`config.mk`:
```
export PLATFORM = sky130hd
export DESIGN_NAME = ipv6_text_to_address
export DESIGN_NICKNAME = d
export VERILOG_FILES = /design/src/design/ipv6t_pkg.sv /design/src/design/ipv6t_front.sv /design/src/design/ipv6t_queue.sv /design/src/design/ipv6t_parse.sv /design/src/design/ipv6t_expand.sv /design/src/design/ipv6_text_to_address.sv
export VERILOG_INCLUDE_DIRS = /design/src /design/src/design
export SDC_FILE = /design/constraint.sdc
export NUM_CORES = 1
export LEC_CHECK = 0
export BUFFER_PORTS_ARGS = -buffer_cell sky130_fd_sc_hd__buf_4
export CORE_MARGIN = 1.5
export CORE_UTILIZATION = 25
export CTS_CLUSTER_SIZE = 12
export DETAILED_ROUTE_END_ITERATION = 16
export PLACE_DENSITY_LB_ADDON = 0.05
export SLEW_MARGIN = 20
export SYNTH_ARGS = -nofsm -noshare
export SYNTH_HDL_FRONTEND = slang
export SYNTH_SLANG_ARGS = --single-unit
```
`constraint.sdc`:
```
create_clock -name clk -period 22.6 [get_ports clk]
set_input_delay 4.52 -clock clk [delete_from_list [all_inputs] [get_ports clk]]
set_output_delay 4.52 -clock clk [all_outputs]
set_load 0.1 [all_outputs]
```
`src/design/ipv6_text_to_address_macros.svh`:
```
// Assertion macros shared by the IPv6 text parser modules.
// Depends on nothing; each asserting module includes this file.
`ifndef IPV6_TEXT_TO_ADDRESS_MACROS_SVH
`define IPV6_TEXT_TO_ADDRESS_MACROS_SVH

`ifndef SYNTHESIS
// Plain property check, disabled while reset is held.
`define IPV6T_ASSERT(label, clk, rst_n, prop, msg) \
  label: assert property (@(posedge clk) disable iff (!rst_n) prop) else $error(msg);
// Check that a condition in one cycle leads to a consequence in the next.
`define IPV6T_ASSERT_NEXT(label, clk, rst_n, cause, effect, msg) \
  label: assert property (@(posedge clk) disable iff (!rst_n) (cause) |=> (effect)) \
    else $error(msg);
`else
`define IPV6T_ASSERT(label, clk, rst_n, prop, msg)
`define IPV6T_ASSERT_NEXT(label, clk, rst_n, cause, effect, msg)
`endif

`endif

```
`src/design/ipv6t_pkg.sv`:
```
// Shared types and constants of the IPv6 text parser.
// Depends on nothing; used by every module of the block.
package ipv6t_pkg;

  localparam int QUEUE_DEPTH_DEF = 4;
  localparam int GROUPS          = 8;
  localparam int GROUP_W         = 16;

  localparam logic [7:0] CH_COLON   = 8'h3A;
  localparam logic [7:0] CH_PERCENT = 8'h25;
  localparam logic [3:0] MAX_GROUPS = 4'd8;
  localparam logic [1:0] LEN_FULL   = 2'd2;

  typedef enum logic [2:0] {
    PH_START,
    PH_LEAD,
    PH_BODY,
    PH_SUFFIX,
    PH_FAIL
  } phase_t;

  // One classified character as it travels through the queue.
  typedef struct packed {
    logic [3:0] hex_val;
    logic       is_hex;
    logic       is_colon;
    logic       is_pct;
    logic       last;
  } char_class_t;

  // Parser state captured at the end of a string, ready for expansion.
  typedef struct packed {
    logic [GROUPS-1:0][GROUP_W-1:0] words;
    logic [3:0]                     count;
    logic [3:0]                     gap_index;
    logic                           gap_seen;
    logic                           hex_seen;
    logic [GROUP_W-1:0]             hex_accum;
    logic                           bad;
  } snap_t;

endpackage

```
`src/design/ipv6t_front.sv`:
```
// Input side of the IPv6 text parser: accepts characters and classifies them.
// Depends on ipv6t_pkg.
module ipv6t_front (
  input  logic                  in_valid,
  input  logic [7:0]            in_ch,
  input  logic                  in_last,
  output logic                  in_stall,
  input  logic                  q_full,
  output logic                  q_push,
  output ipv6t_pkg::char_class_t q_item
);

  always_comb begin
    q_item          = '0;
    q_item.last     = in_last;
    q_item.is_colon = (in_ch == ipv6t_pkg::CH_COLON);
    q_item.is_pct   = (in_ch == ipv6t_pkg::CH_PERCENT);
    if (in_ch inside {[8'h30:8'h39]}) begin
      q_item.is_hex  = 1'b1;
      q_item.hex_val = in_ch[3:0];
    end else if (in_ch inside {[8'h61:8'h66], [8'h41:8'h46]}) begin
      // Letters a-f and A-F share their low nibble: 1 for a, 6 for f.
      q_item.is_hex  = 1'b1;
      q_item.hex_val = in_ch[3:0] + 4'd9;
    end
  end

  assign in_stall = q_full;
  assign q_push   = in_valid && !q_full;

endmodule

```
`src/design/ipv6t_queue.sv`:
```
// Short queue of classified characters between the front and the parser.
// Depends on ipv6t_pkg and the assertion macros.
`include "ipv6_text_to_address_macros.svh"
module ipv6t_queue #(
  parameter int DEPTH = ipv6t_pkg::QUEUE_DEPTH_DEF
) (
  input  logic                   clk,
  input  logic                   rst_n,
  input  logic                   push,
  input  ipv6t_pkg::char_class_t wdata,
  output logic                   full,
  input  logic                   pop,
  output ipv6t_pkg::char_class_t rdata,
  output logic                   not_empty
);

  localparam int PTR_W = (DEPTH > 1) ? $clog2(DEPTH) : 1;
  localparam int CNT_W = $clog2(DEPTH + 1);

  ipv6t_pkg::char_class_t mem_r [DEPTH];
  logic [PTR_W-1:0] wr_ptr_r, wr_ptr_nxt;
  logic [PTR_W-1:0] rd_ptr_r, rd_ptr_nxt;
  logic [CNT_W-1:0] cnt_r, cnt_nxt;
  logic             do_pop;

  assign full      = (cnt_r == CNT_W'(DEPTH));
  assign not_empty = (cnt_r != '0);
  assign do_pop    = pop && not_empty;
  assign rdata     = mem_r[rd_ptr_r];

  always_comb begin
    wr_ptr_nxt = wr_ptr_r;
    rd_ptr_nxt = rd_ptr_r;
    cnt_nxt    = cnt_r;
    if (push) begin
      wr_ptr_nxt = (wr_ptr_r == PTR_W'(DEPTH - 1)) ? '0 : wr_ptr_r + 1'b1;
    end
    if (do_pop) begin
      rd_ptr_nxt = (rd_ptr_r == PTR_W'(DEPTH - 1)) ? '0 : rd_ptr_r + 1'b1;
    end
    if (push && !do_pop) begin
      cnt_nxt = cnt_r + 1'b1;
    end else if (do_pop && !push) begin
      cnt_nxt = cnt_r - 1'b1;
    end
  end

  always_ff @(posedge clk) begin
    if (!rst_n) begin
      wr_ptr_r <= '0;
      rd_ptr_r <= '0;
      cnt_r    <= '0;
    end else begin
      wr_ptr_r <= wr_ptr_nxt;
      rd_ptr_r <= rd_ptr_nxt;
      cnt_r    <= cnt_nxt;
    end
  end

  always_ff @(posedge clk) begin
    if (push) begin
      mem_r[wr_ptr_r] <= wdata;
    end
  end

  `IPV6T_ASSERT(a_queue_bound, clk, rst_n, cnt_r <= CNT_W'(DEPTH), "queue count beyond depth")
  `IPV6T_ASSERT(a_queue_no_overrun, clk, rst_n, push |-> !full, "push into a full queue")

endmodule

```
`src/design/ipv6t_parse.sv`:
```
// Character parser of the IPv6 text block: group, gap and phase tracking.
// Depends on ipv6t_pkg and the assertion macros.
`include "ipv6_text_to_address_macros.svh"
module ipv6t_parse (
  input  logic                   clk,
  input  logic                   rst_n,
  input  logic                   head_valid,
  input  ipv6t_pkg::char_class_t head,
  output logic                   head_pop,
  input  logic                   snap_free,
  output logic                   snap_valid,
  output ipv6t_pkg::snap_t       snap
);

  ipv6t_pkg::phase_t phase_r, phase_nxt;
  logic [ipv6t_pkg::GROUPS-1:0][ipv6t_pkg::GROUP_W-1:0] words_r, words_nxt;
  logic [3:0]                   count_r, count_nxt;
  logic [3:0]                   gap_index_r, gap_index_nxt;
  logic                         gap_seen_r, gap_seen_nxt;
  logic [ipv6t_pkg::GROUP_W-1:0] accum_r, accum_nxt;
  logic                         hex_seen_r, hex_seen_nxt;
  logic                         colon_pend_r, colon_pend_nxt;
  logic [1:0]                   len_r, len_nxt;
  logic                         do_body;
  logic                         consume;
  logic                         snap_valid_r;
  ipv6t_pkg::snap_t             snap_r, snap_nxt;

  // A final character waits until the snapshot register can take it.
  assign head_pop   = head_valid && (!head.last || snap_free);
  assign consume    = head_pop;
  assign snap_valid = snap_valid_r;
  assign snap       = snap_r;

  always_comb begin
    phase_nxt      = phase_r;
    words_nxt      = words_r;
    count_nxt      = count_r;
    gap_index_nxt  = gap_index_r;
    gap_seen_nxt   = gap_seen_r;
    accum_nxt      = accum_r;
    hex_seen_nxt   = hex_seen_r;
    colon_pend_nxt = colon_pend_r;
    do_body        = 1'b0;
    len_nxt        = (len_r == ipv6t_pkg::LEN_FULL) ? len_r : len_r + 2'd1;

    case (phase_r)
      ipv6t_pkg::PH_START: begin
        if (head.is_colon) begin
          phase_nxt = ipv6t_pkg::PH_LEAD;
        end else begin
          phase_nxt = ipv6t_pkg::PH_BODY;
          do_body   = 1'b1;
        end
      end
      ipv6t_pkg::PH_LEAD: begin
        if (!head.is_colon) begin
          phase_nxt = ipv6t_pkg::PH_FAIL;
        end else begin
          phase_nxt = ipv6t_pkg::PH_BODY;
          do_body   = 1'b1;
        end
      end
      ipv6t_pkg::PH_BODY: begin
        do_body = 1'b1;
      end
      ipv6t_pkg::PH_SUFFIX: begin
        phase_nxt = ipv6t_pkg::PH_SUFFIX;
      end
      default: begin
        phase_nxt = ipv6t_pkg::PH_FAIL;
      end
    endcase

    if (do_body) begin
      if (colon_pend_r && head.is_pct) begin
        // A group-ending colon directly before the scope mark.
        phase_nxt = ipv6t_pkg::PH_FAIL;
      end else begin
        colon_pend_nxt = 1'b0;
        if (head.is_hex) begin
          if (accum_r[15:12] != 4'd0) begin
            phase_nxt = ipv6t_pkg::PH_FAIL;
          end else begin
            accum_nxt    = {accum_r[11:0], head.hex_val};
            hex_seen_nxt = 1'b1;
          end
        end else if (head.is_pct) begin
          phase_nxt = head.last ? ipv6t_pkg::PH_FAIL : ipv6t_pkg::PH_SUFFIX;
        end else if (!head.is_colon) begin
          phase_nxt = ipv6t_pkg::PH_FAIL;
        end else if (!hex_seen_r) begin
          if (gap_seen_r) begin
            phase_nxt = ipv6t_pkg::PH_FAIL;
          end else begin
            gap_seen_nxt  = 1'b1;
            gap_index_nxt = count_r;
          end
        end else if (count_r >= ipv6t_pkg::MAX_GROUPS) begin
          phase_nxt = ipv6t_pkg::PH_FAIL;
        end else begin
          words_nxt[count_r[2:0]] = accum_r;
          count_nxt               = count_r + 4'd1;
          accum_nxt               = '0;
          hex_seen_nxt            = 1'b0;
          colon_pend_nxt          = 1'b1;
        end
      end
    end

    snap_nxt.words     = words_nxt;
    snap_nxt.count     = count_nxt;
    snap_nxt.gap_index = gap_index_nxt;
    snap_nxt.gap_seen  = gap_seen_nxt;
    snap_nxt.hex_seen  = hex_seen_nxt;
    snap_nxt.hex_accum = accum_nxt;
    snap_nxt.bad       = (phase_nxt == ipv6t_pkg::PH_FAIL) || colon_pend_nxt ||
                         (len_nxt != ipv6t_pkg::LEN_FULL);
  end

  always_ff @(posedge clk) begin
    if (!rst_n) begin
      phase_r      <= ipv6t_pkg::PH_START;
      count_r      <= '0;
      gap_index_r  <= '0;
      gap_seen_r   <= 1'b0;
      accum_r      <= '0;
      hex_seen_r   <= 1'b0;
      colon_pend_r <= 1'b0;
      len_r        <= '0;
      snap_valid_r <= 1'b0;
    end else begin
      if (consume && head.last) begin
        snap_valid_r <= 1'b1;
      end else if (snap_free) begin
        snap_valid_r <= 1'b0;
      end
      if (consume) begin
        if (head.last) begin
          phase_r      <= ipv6t_pkg::PH_START;
          count_r      <= '0;
          gap_index_r  <= '0;
          gap_seen_r   <= 1'b0;
          accum_r      <= '0;
          hex_seen_r   <= 1'b0;
          colon_pend_r <= 1'b0;
          len_r        <= '0;
        end else begin
          phase_r      <= phase_nxt;
          count_r      <= count_nxt;
          gap_index_r  <= gap_index_nxt;
          gap_seen_r   <= gap_seen_nxt;
          accum_r      <= accum_nxt;
          hex_seen_r   <= hex_seen_nxt;
          colon_pend_r <= colon_pend_nxt;
          len_r        <= len_nxt;
        end
      end
    end
  end

  // Group words are only read where they were written in the same string.
  always_ff @(posedge clk) begin
    if (consume && !head.last) begin
      words_r <= words_nxt;
    end
  end

  always_ff @(posedge clk) begin
    if (consume && head.last) begin
      snap_r <= snap_nxt;
    end
  end

  `IPV6T_ASSERT_NEXT(a_snap_hold, clk, rst_n, snap_valid_r && !snap_free,
    snap_valid_r && $stable(snap_r), "snapshot lost while held")
  `IPV6T_ASSERT_NEXT(a_string_clear, clk, rst_n, consume && head.last,
    phase_r == ipv6t_pkg::PH_START && count_r == '0 && !gap_seen_r, "state not cleared")

endmodule

```
`src/design/ipv6t_expand.sv`:
```
// Final check and gap expansion of the IPv6 text parser, with output register.
// Depends on ipv6t_pkg and the assertion macros.
`include "ipv6_text_to_address_macros.svh"
module ipv6t_expand (
  input  logic             clk,
  input  logic             rst_n,
  input  logic             snap_valid,
  input  ipv6t_pkg::snap_t snap,
  output logic             snap_free,
  output logic             out_valid,
  input  logic             out_stall,
  output logic [63:0]      out_addr_high,
  output logic [63:0]      out_addr_low,
  output logic             out_ok
);

  logic                         out_valid_r;
  logic [63:0]                  addr_high_r, addr_high_nxt;
  logic [63:0]                  addr_low_r, addr_low_nxt;
  logic                         ok_r, ok_nxt;
  logic                         out_free;
  logic [ipv6t_pkg::GROUPS-1:0][ipv6t_pkg::GROUP_W-1:0] words2;
  logic [ipv6t_pkg::GROUPS-1:0][ipv6t_pkg::GROUP_W-1:0] full;
  logic [3:0]                   count2;
  logic [3:0]                   tail;
  logic [3:0]                   start;
  logic                         fail;

  assign out_free  = !out_valid_r || !out_stall;
  assign snap_free = out_free;

  always_comb begin
    words2 = snap.words;
    count2 = snap.count;
    full   = '0;
    // A group still open at the end of the text is closed here.
    if (snap.hex_seen && (snap.count < ipv6t_pkg::MAX_GROUPS)) begin
      words2[snap.count[2:0]] = snap.hex_accum;
    end
    if (snap.hex_seen) begin
      count2 = snap.count + 4'd1;
    end
    fail = snap.bad || (snap.hex_seen && (snap.count >= ipv6t_pkg::MAX_GROUPS)) ||
           (snap.gap_seen ? (count2 >= ipv6t_pkg::MAX_GROUPS)
                          : (count2 != ipv6t_pkg::MAX_GROUPS));
    tail  = count2 - snap.gap_index;
    start = ipv6t_pkg::MAX_GROUPS - tail;
    for (int k = 0; k < ipv6t_pkg::GROUPS; k++) begin
      if (!snap.gap_seen || (4'(k) < snap.gap_index)) begin
        full[k] = words2[k];
      end else if (4'(k) >= start) begin
        // Groups after the gap slide to the end of the address.
        full[k] = words2[3'(k) + count2[2:0]];
      end else begin
        full[k] = '0;
      end
    end
    ok_nxt        = !fail;
    addr_high_nxt = fail ? 64'd0 : {full[0], full[1], full[2], full[3]};
    addr_low_nxt  = fail ? 64'd0 : {full[4], full[5], full[6], full[7]};
  end

  always_ff @(posedge clk) begin
    if (!rst_n) begin
      out_valid_r <= 1'b0;
    end else if (out_free) begin
      out_valid_r <= snap_valid;
    end
  end

  always_ff @(posedge clk) begin
    if (out_free && snap_valid) begin
      addr_high_r <= addr_high_nxt;
      addr_low_r  <= addr_low_nxt;
      ok_r        <= ok_nxt;
    end
  end

  assign out_valid     = out_valid_r;
  assign out_addr_high = addr_high_r;
  assign out_addr_low  = addr_low_r;
  assign out_ok        = ok_r;

  `IPV6T_ASSERT(a_fail_zero, clk, rst_n,
    out_valid_r && !ok_r |-> addr_high_r == 64'd0 && addr_low_r == 64'd0,
    "failed result carries a nonzero address")

endmodule

```
`src/design/ipv6_text_to_address.sv`:
```
// Top level of the IPv6 text-to-address parser.
// Depends on ipv6t_pkg, ipv6t_front, ipv6t_queue, ipv6t_parse and ipv6t_expand.
//
//   Channel | Direction | Handshake          | Payload
//   in_     | input     | in_valid/in_stall  | in_ch[7:0], in_last
//   out_    | output    | out_valid/out_stall| out_addr_high[63:0], out_addr_low[63:0], out_ok
//
// One character item is taken every cycle while the queue has room; the parser
// sustains one item per cycle but for a final character whose snapshot cannot move on.
// After its final character is accepted, a result passes through the queue, the
// parser snapshot, then expansion into the output register.
// Reset is synchronous and clears only control state; no clearing pass is needed.
// out_stall holds the output register; the parser waits only on a final character
// whose snapshot cannot move on, and in_stall rises once the queue fills.
module ipv6_text_to_address #(
  parameter int QUEUE_DEPTH = ipv6t_pkg::QUEUE_DEPTH_DEF
) (
  input  logic        clk,
  input  logic        rst_n,
  input  logic        in_valid,
  output logic        in_stall,
  input  logic [7:0]  in_ch,
  input  logic        in_last,
  output logic        out_valid,
  input  logic        out_stall,
  output logic [63:0] out_addr_high,
  output logic [63:0] out_addr_low,
  output logic        out_ok
);

  // Classified characters flowing from the front into the queue.
  ipv6t_pkg::char_class_t q_item;
  ipv6t_pkg::char_class_t q_head;
  logic                   q_push;
  logic                   q_full;
  logic                   q_pop;
  logic                   q_not_empty;

  // End-of-string snapshot handed from the parser to the expansion stage.
  ipv6t_pkg::snap_t       snap;
  logic                   snap_valid;
  logic                   snap_free;

  // The front decodes each character into hex, colon and percent flags.
  ipv6t_front u_front (
    .in_valid (in_valid),
    .in_ch    (in_ch),
    .in_last  (in_last),
    .in_stall (in_stall),
    .q_full   (q_full),
    .q_push   (q_push),
    .q_item   (q_item)
  );

  // The queue lets input and parser stall independently of each other.
  ipv6t_queue #(
    .DEPTH (QUEUE_DEPTH)
  ) u_queue (
    .clk       (clk),
    .rst_n     (rst_n),
    .push      (q_push),
    .wdata     (q_item),
    .full      (q_full),
    .pop       (q_pop),
    .rdata     (q_head),
    .not_empty (q_not_empty)
  );

  // The parser steps through the text and captures its state at the last item.
  ipv6t_parse u_parse (
    .clk        (clk),
    .rst_n      (rst_n),
    .head_valid (q_not_empty),
    .head       (q_head),
    .head_pop   (q_pop),
    .snap_free  (snap_free),
    .snap_valid (snap_valid),
    .snap       (snap)
  );

  // Expansion fills the gap with zero groups and registers the result.
  ipv6t_expand u_expand (
    .clk           (clk),
    .rst_n         (rst_n),
    .snap_valid    (snap_valid),
    .snap          (snap),
    .snap_free     (snap_free),
    .out_valid     (out_valid),
    .out_stall     (out_stall),
    .out_addr_high (out_addr_high),
    .out_addr_low  (out_addr_low),
    .out_ok        (out_ok)
  );

endmodule
```
==> Yosys cells after proc, flatten, opt, wreduce, memory -nomap -nowiden <==
Memories as Yosys holds them, arrays and structs flattened. A register that Yosys moved wholly into a read port is not among the register bits.
Index checks and enable logic that the tools add are counted.
{ "classes": {"muxes": 128, "n_reduce_logical": 44, "eq_ne": 12, "add_sub_neg": 17, "order_cmp": 38} }
{ "op_table": {"columns": ["operator", "n"], "rows": [
  ["$mux W128", 8],
  ["$mux W16", 35],
  ["$bmux W16 S3", 8],
  ["$bwmux W128", 2],
  ["$demux W16 S3", 2],
  ["$mux W4", 17],
  ["$mux W3", 14],
  ["$lt A3 B4 Y1 const B", 10],
  ["$mux W1", 31],
  ["$eq A8 B6 Y1 const B", 2],
  ["$ge A3 B4 Y1 const A", 4],
  ["$ge A8 B7 Y1 const B", 2],
  ["$le A8 B7 Y1 const B", 2],
  ["$logic_and A1 B1 Y1", 16],
  ["$lt A3 B4 Y1 const A", 4],
  ["$logic_or A1 B1 Y1", 14],
  ["$mux W2", 7],
  ["$add A3 B3 Y3 const A", 4],
  ["$ge A4 B4 Y1 const B", 3],
  ["$pmux W3 S4", 1],
  ["$mux W5", 2],
  ["$add A4 B1 Y4 const B", 2],
  ["$ge A1 B4 Y1 const A", 2],
  ["$ge A2 B4 Y1 const A", 2],
  ["other kinds (26)", 45]
]} }
{ "word_totals": {"input_bits": 13, "ram_bits": 32, "regBits": 453, "mem_count": 1, "word_cells": 278, "output_inout_bits": 131} }
{ "memory_table": {"columns": ["memory", "words", "width", "rd", "rd_clocked_by_memory_dff", "wr", "line_no", "rtl"], "rows": [
  ["u_queue.mem_r", 4, 8, 1, 1, 1, "ipv6t_queue.sv:20", "ipv6t_pkg::char_class_t mem_r [DEPTH];"]
]} }

==> Longest topological paths before layout <==
{ "depth": {"word_depth": 12, "ltp_mapped": 19} }

==> Modules after synthesis <==
From an unflattened synthesis, not the netlist that was laid out.
{ "hier_totals": {"cells_unflattened": 1952, "hier_area_um2": 25994.9} }
{ "by_module_without_submodules": {"columns": ["module", "cells_each", "area_per_inst_um2", "instances"], "rows": [
  ["ipv6t_expand", 1207, 12240.5, 1],
  ["ipv6t_parse", 628, 11880.1, 1],
  ["ipv6t_queue", 88, 1630.3, 1],
  ["ipv6t_front", 29, 244.0, 1]
]} }

==> Worst setup path after synthesis <==
Ideal clock, no wire load.
{ "synth_path": {"kind": "register to register", "from": "reg (tool-made name)", "to": "reg u_parse.accum_r[12] in the netlist's numbering", "setup_time_ps": 64, "path_buffers": 2, "t_required_ps": 22536, "t_arrival_ps": 8798, "path_slack_ps": 13738, "synth_period_minus_slack_ps": 8862, "path_stages_with_launch": 9, "cell_sequence": "dfxtp_1 -> buf_6 -> mux4_2 -> nor2_1 -> nand2_1 -> nor3_1 -> clkbuf_1 -> a21oi_1 -> nor2_1"} }
{ "synth_lines": {"columns": ["element", "line_no", "rtl"], "rows": [
  ["end signal, assigned", "ipv6t_parse.sv:153", "accum_r <= accum_nxt;"],
  ["end, declared", "ipv6t_parse.sv:20", "logic [ipv6t_pkg::GROUP_W-1:0] accum_r, accum_nxt;"]
]} }

==> Worst setup path in the final report <==
{ "layout_path": {"from": "in out_stall", "to": "reg u_expand.addr_high_r[16] (netlist: u_expand.out_addr_high[16]), enable pin"} }
{ "layout_between": {"elab_chain_cells": 3} }
{ "layout_rtl": {"columns": ["element", "line_no", "rtl"], "rows": [
  ["start, declared", "ipv6_text_to_address.sv:25", "input logic out_stall,"],
  ["$logic_not A1 Y1", "ipv6t_expand.sv:29", "assign out_free = !out_valid_r || !out_stall;"],
  ["$logic_or A1 B1 Y1", "ipv6t_expand.sv:29", null],
  ["$logic_and A1 B1 Y1", "ipv6t_expand.sv:72", "if (out_free && snap_valid) begin"],
  ["end signal, assigned", "ipv6t_expand.sv:73", "addr_high_r <= addr_high_nxt;"],
  ["end, declared", "ipv6t_expand.sv:18", "logic [63:0] addr_high_r, addr_high_nxt;"]
]} }
Every way passes these cells.
A chain may end at the register's enable or synchronous reset.

==> impl_results.md <==
* Status: completed
* Distinct cells, synth at 75
* Post-route ant nets at 0
* Post-Synthesis Cell Area at 25,900 µm²
* Critical path arrival at 6.47 ns
* Synth Area in XOR/XNOR at 0.478%
* Worst Clk Skew at 0.0234 ns
* H-tree depth at 2
* Layout cells sized above 1 at 24.8%
* Adder-cell area share of the yosys netlist at 1.07%
* Sum Neg Setup Slack at 0 ns
* Max Cap Viol at 0
* Largest net degree at the start of global routing at 75
* Diode count at 0
* Post-synthesis compound-gate area fraction at 9.38%
* Setup bufs post-CTS at 0
* Rows at 117
* RSZ-0062 raised after global routing: false
* Vias in the first global route at 17,200
* CTS tree: built
* GPL Wtd Cong at 0.818
* Relative slew slack at 24.8%
* CTS Sinks at 487
* Crit path capture type: flop
* DR pass1 iterations at 5
* Num ports at 144
* Num CTS Buffers at 57
* Post-synth ARST share at 0%
* Syn nets at 2,022
* First-pass GRT wire length at 134,000 µm
* Most frequent cells in the layout: edfxtp_1, mux2i_1, buf_4
* Die height at 325 µm
* Fin. max-slew vios at 0
* Net total in the final layout at 2,092
* Fillcell total at 10,300
* Port bufs at 143
* Starting Density at 25.3%
* #FFs+latches synth at 487
* Hold WC Path Type: flop to flop
* Congestion Overflow GR at 0
* Syn_area_per_cell at 13.0 µm²
* Vias after detailed routing at 18,000
* Clock period minus worst slack at 6.19 ns
* All-layer global routing usage at 17.4%
* Area Overhead vs Synth at 17.1%
* Gate Count Post-Synth at 1,988
* Critical path class: primary input to flop
* Synth Area in Simple Gates at 9.19%
* Max Root-Sink Buffers at 3
* Post-route core utilization at 29.6%
* Initial antenna violation count at 2
* Register area share after synthesis at 54.8%
* Final Hold Vio Count at 0
* Die width at 325 µm
* # resized after CTS at 0
* Most common cell after layout, fill and taps aside: edfxtp_1
* Worst endpoint required time at 22.87 ns
* Critical path fanouts, max at 73
* Post-route DRC violation count at 0
* Largest family of logic cells by synthesized area: multiplexers
* # setup viols final at 0
* Post-synth EDFFs at 444
* Final wirelength at 94,500 µm
* DRT iter0 DRCs at 1,399
* FMAX at 0.161 GHz
* Worst-margin pin slew at 1.13 ns
* WL per Instance at 27.2 µm
* Placeable Area at 102,000 µm²
* Synth warnings at 0
* Via-to-Cell Ratio at 5.17
* Worst Setup Start Kind: primary input
* Clk_lat worst skew at 0.67 ns
* Period utilization at 27.4%
* Final HPWL DP at 65,800 µm
* Cts hold-fix bufs at 0
* Root buffer cell: clkbuf_16
* Multiplexer area fraction after synthesis at 22.1%
* Clk pin slew, worst setup/hold paths at 0.06 ns
* DIE AREA at 106,000 µm²
* Predominant post-synthesis flop cell: edfxtp_1
## critical path: stages
cell and delay [ns]:
buf_4 0.13, nand2_1 0.08, and2_4 0.74, buf_4 0.80
## sequential cells by signal (all words and copies together) (netlist names), 2 cells and up, named ones only
name	cells
u_parse.words_r	128
u_queue.cnt_r	3
u_parse.snap	155
u_parse.phase_r	3
u_parse.accum_r	16
u_parse.gap_index_r	4
u_expand.out_addr_high	64
u_parse.count_r	4
u_queue.rd_ptr_r	2
u_queue.mem_r	32
u_parse.len_r	2
u_queue.wr_ptr_r	2
u_expand.out_addr_low	64
## cells by family after synthesis
| family | count (synthesis) |
|---|---|
| compound gates | 355 |
| xor+xnor | 11 |
| fa+ha+maj | 21 |
| buf+inv | 195 |
| flops | 487 |
| mux | 453 |
| simple gates | 466 |
## path summary, 6_finish.rpt
path	from	slack, ns	end	cells past startpoint
min	u_parse.gap_index_r[1]$_SDFFE_PN0P_	0.47	u_parse.gap_index_r[1]$_SDFFE_PN0P_	1
max reg2reg	u_parse.snap[23]$_DFFE_PP_	17.43	u_expand.out_addr_high[38]$_SDFFCE_PN0P_	11
min reg2reg	u_parse.gap_index_r[1]$_SDFFE_PN0P_	0.47	u_parse.gap_index_r[1]$_SDFFE_PN0P_	1
max	out_stall	16.41	u_expand.out_addr_high[16]$_SDFFCE_PN0P_	4
## cell type report
| type | instances | area [µm²] | area share, % |
|---|---|---|---|
| clock buffer | 74 | 1520 | 5.02 |
| clock inverter | 33 | 363 | 1.20 |
| inverter | 23 | 88.8 | 0.293 |
| multi-input combinational | 1306 | 11100 | 36.5 |
| sequential | 487 | 14200 | 46.8 |
| tap | 1368 | 1710 | 5.64 |
| timing repair buffer | 183 | 1380 | 4.54 |
## cells in the mapped netlist (43+ instances only)
library cell    n  area, µm²
mux2i_1       228       2280
nand2_1       179        672
clkbuf_1      135        507
o21ai_0        79        395
edfxtp_1      444      13300
dfxtp_1        43        861
and3_1         71        444
mux2_2        133       1500
mux4_2         69       1550
nor2_1         55        206
o22ai_1       104        651
and2_1         64        400
o32ai_1        56        490
## routing by layer
| layer | routed length, µm | GRT usage (%) | up-vias | share of wire [%] |
|---|---|---|---|---|
| li1 | - | - | 7917 | - |
| met1 | 48100 | 26.9 | 9292 | 51 |
| met2 | 38800 | 24.5 | 651 | 41 |
| met3 | 5250 | 2.79 | 113 | 5.6 |
| met4 | 2320 | 5.13 | 0 | 2.5 |
| met5 | 0 | 0 | - | 0 |
## per-stage QoR
| stage | cell area (µm²) | hold slack [ns] | instances | worst slack [ns] |
|---|---|---|---|---|
| after floorplan | 25900 | 0.438 | 1988 | 13.74 |
| after global placement | 28400 | 0.450 | 3367 | 15.76 |
| after detailed placement | 28400 | 0.458 | 3367 | 15.72 |
| after CTS | 30300 | 0.473 | 3474 | 16.34 |
| after global routing | 30300 | 0.489 | 3474 | 16.27 |
| final | 30300 | 0.473 | 3474 | 16.41 |
Power is left out: the tool's default activity adds up to more than one toggle a clock period on the data nets, which glitch-free logic cannot reach.
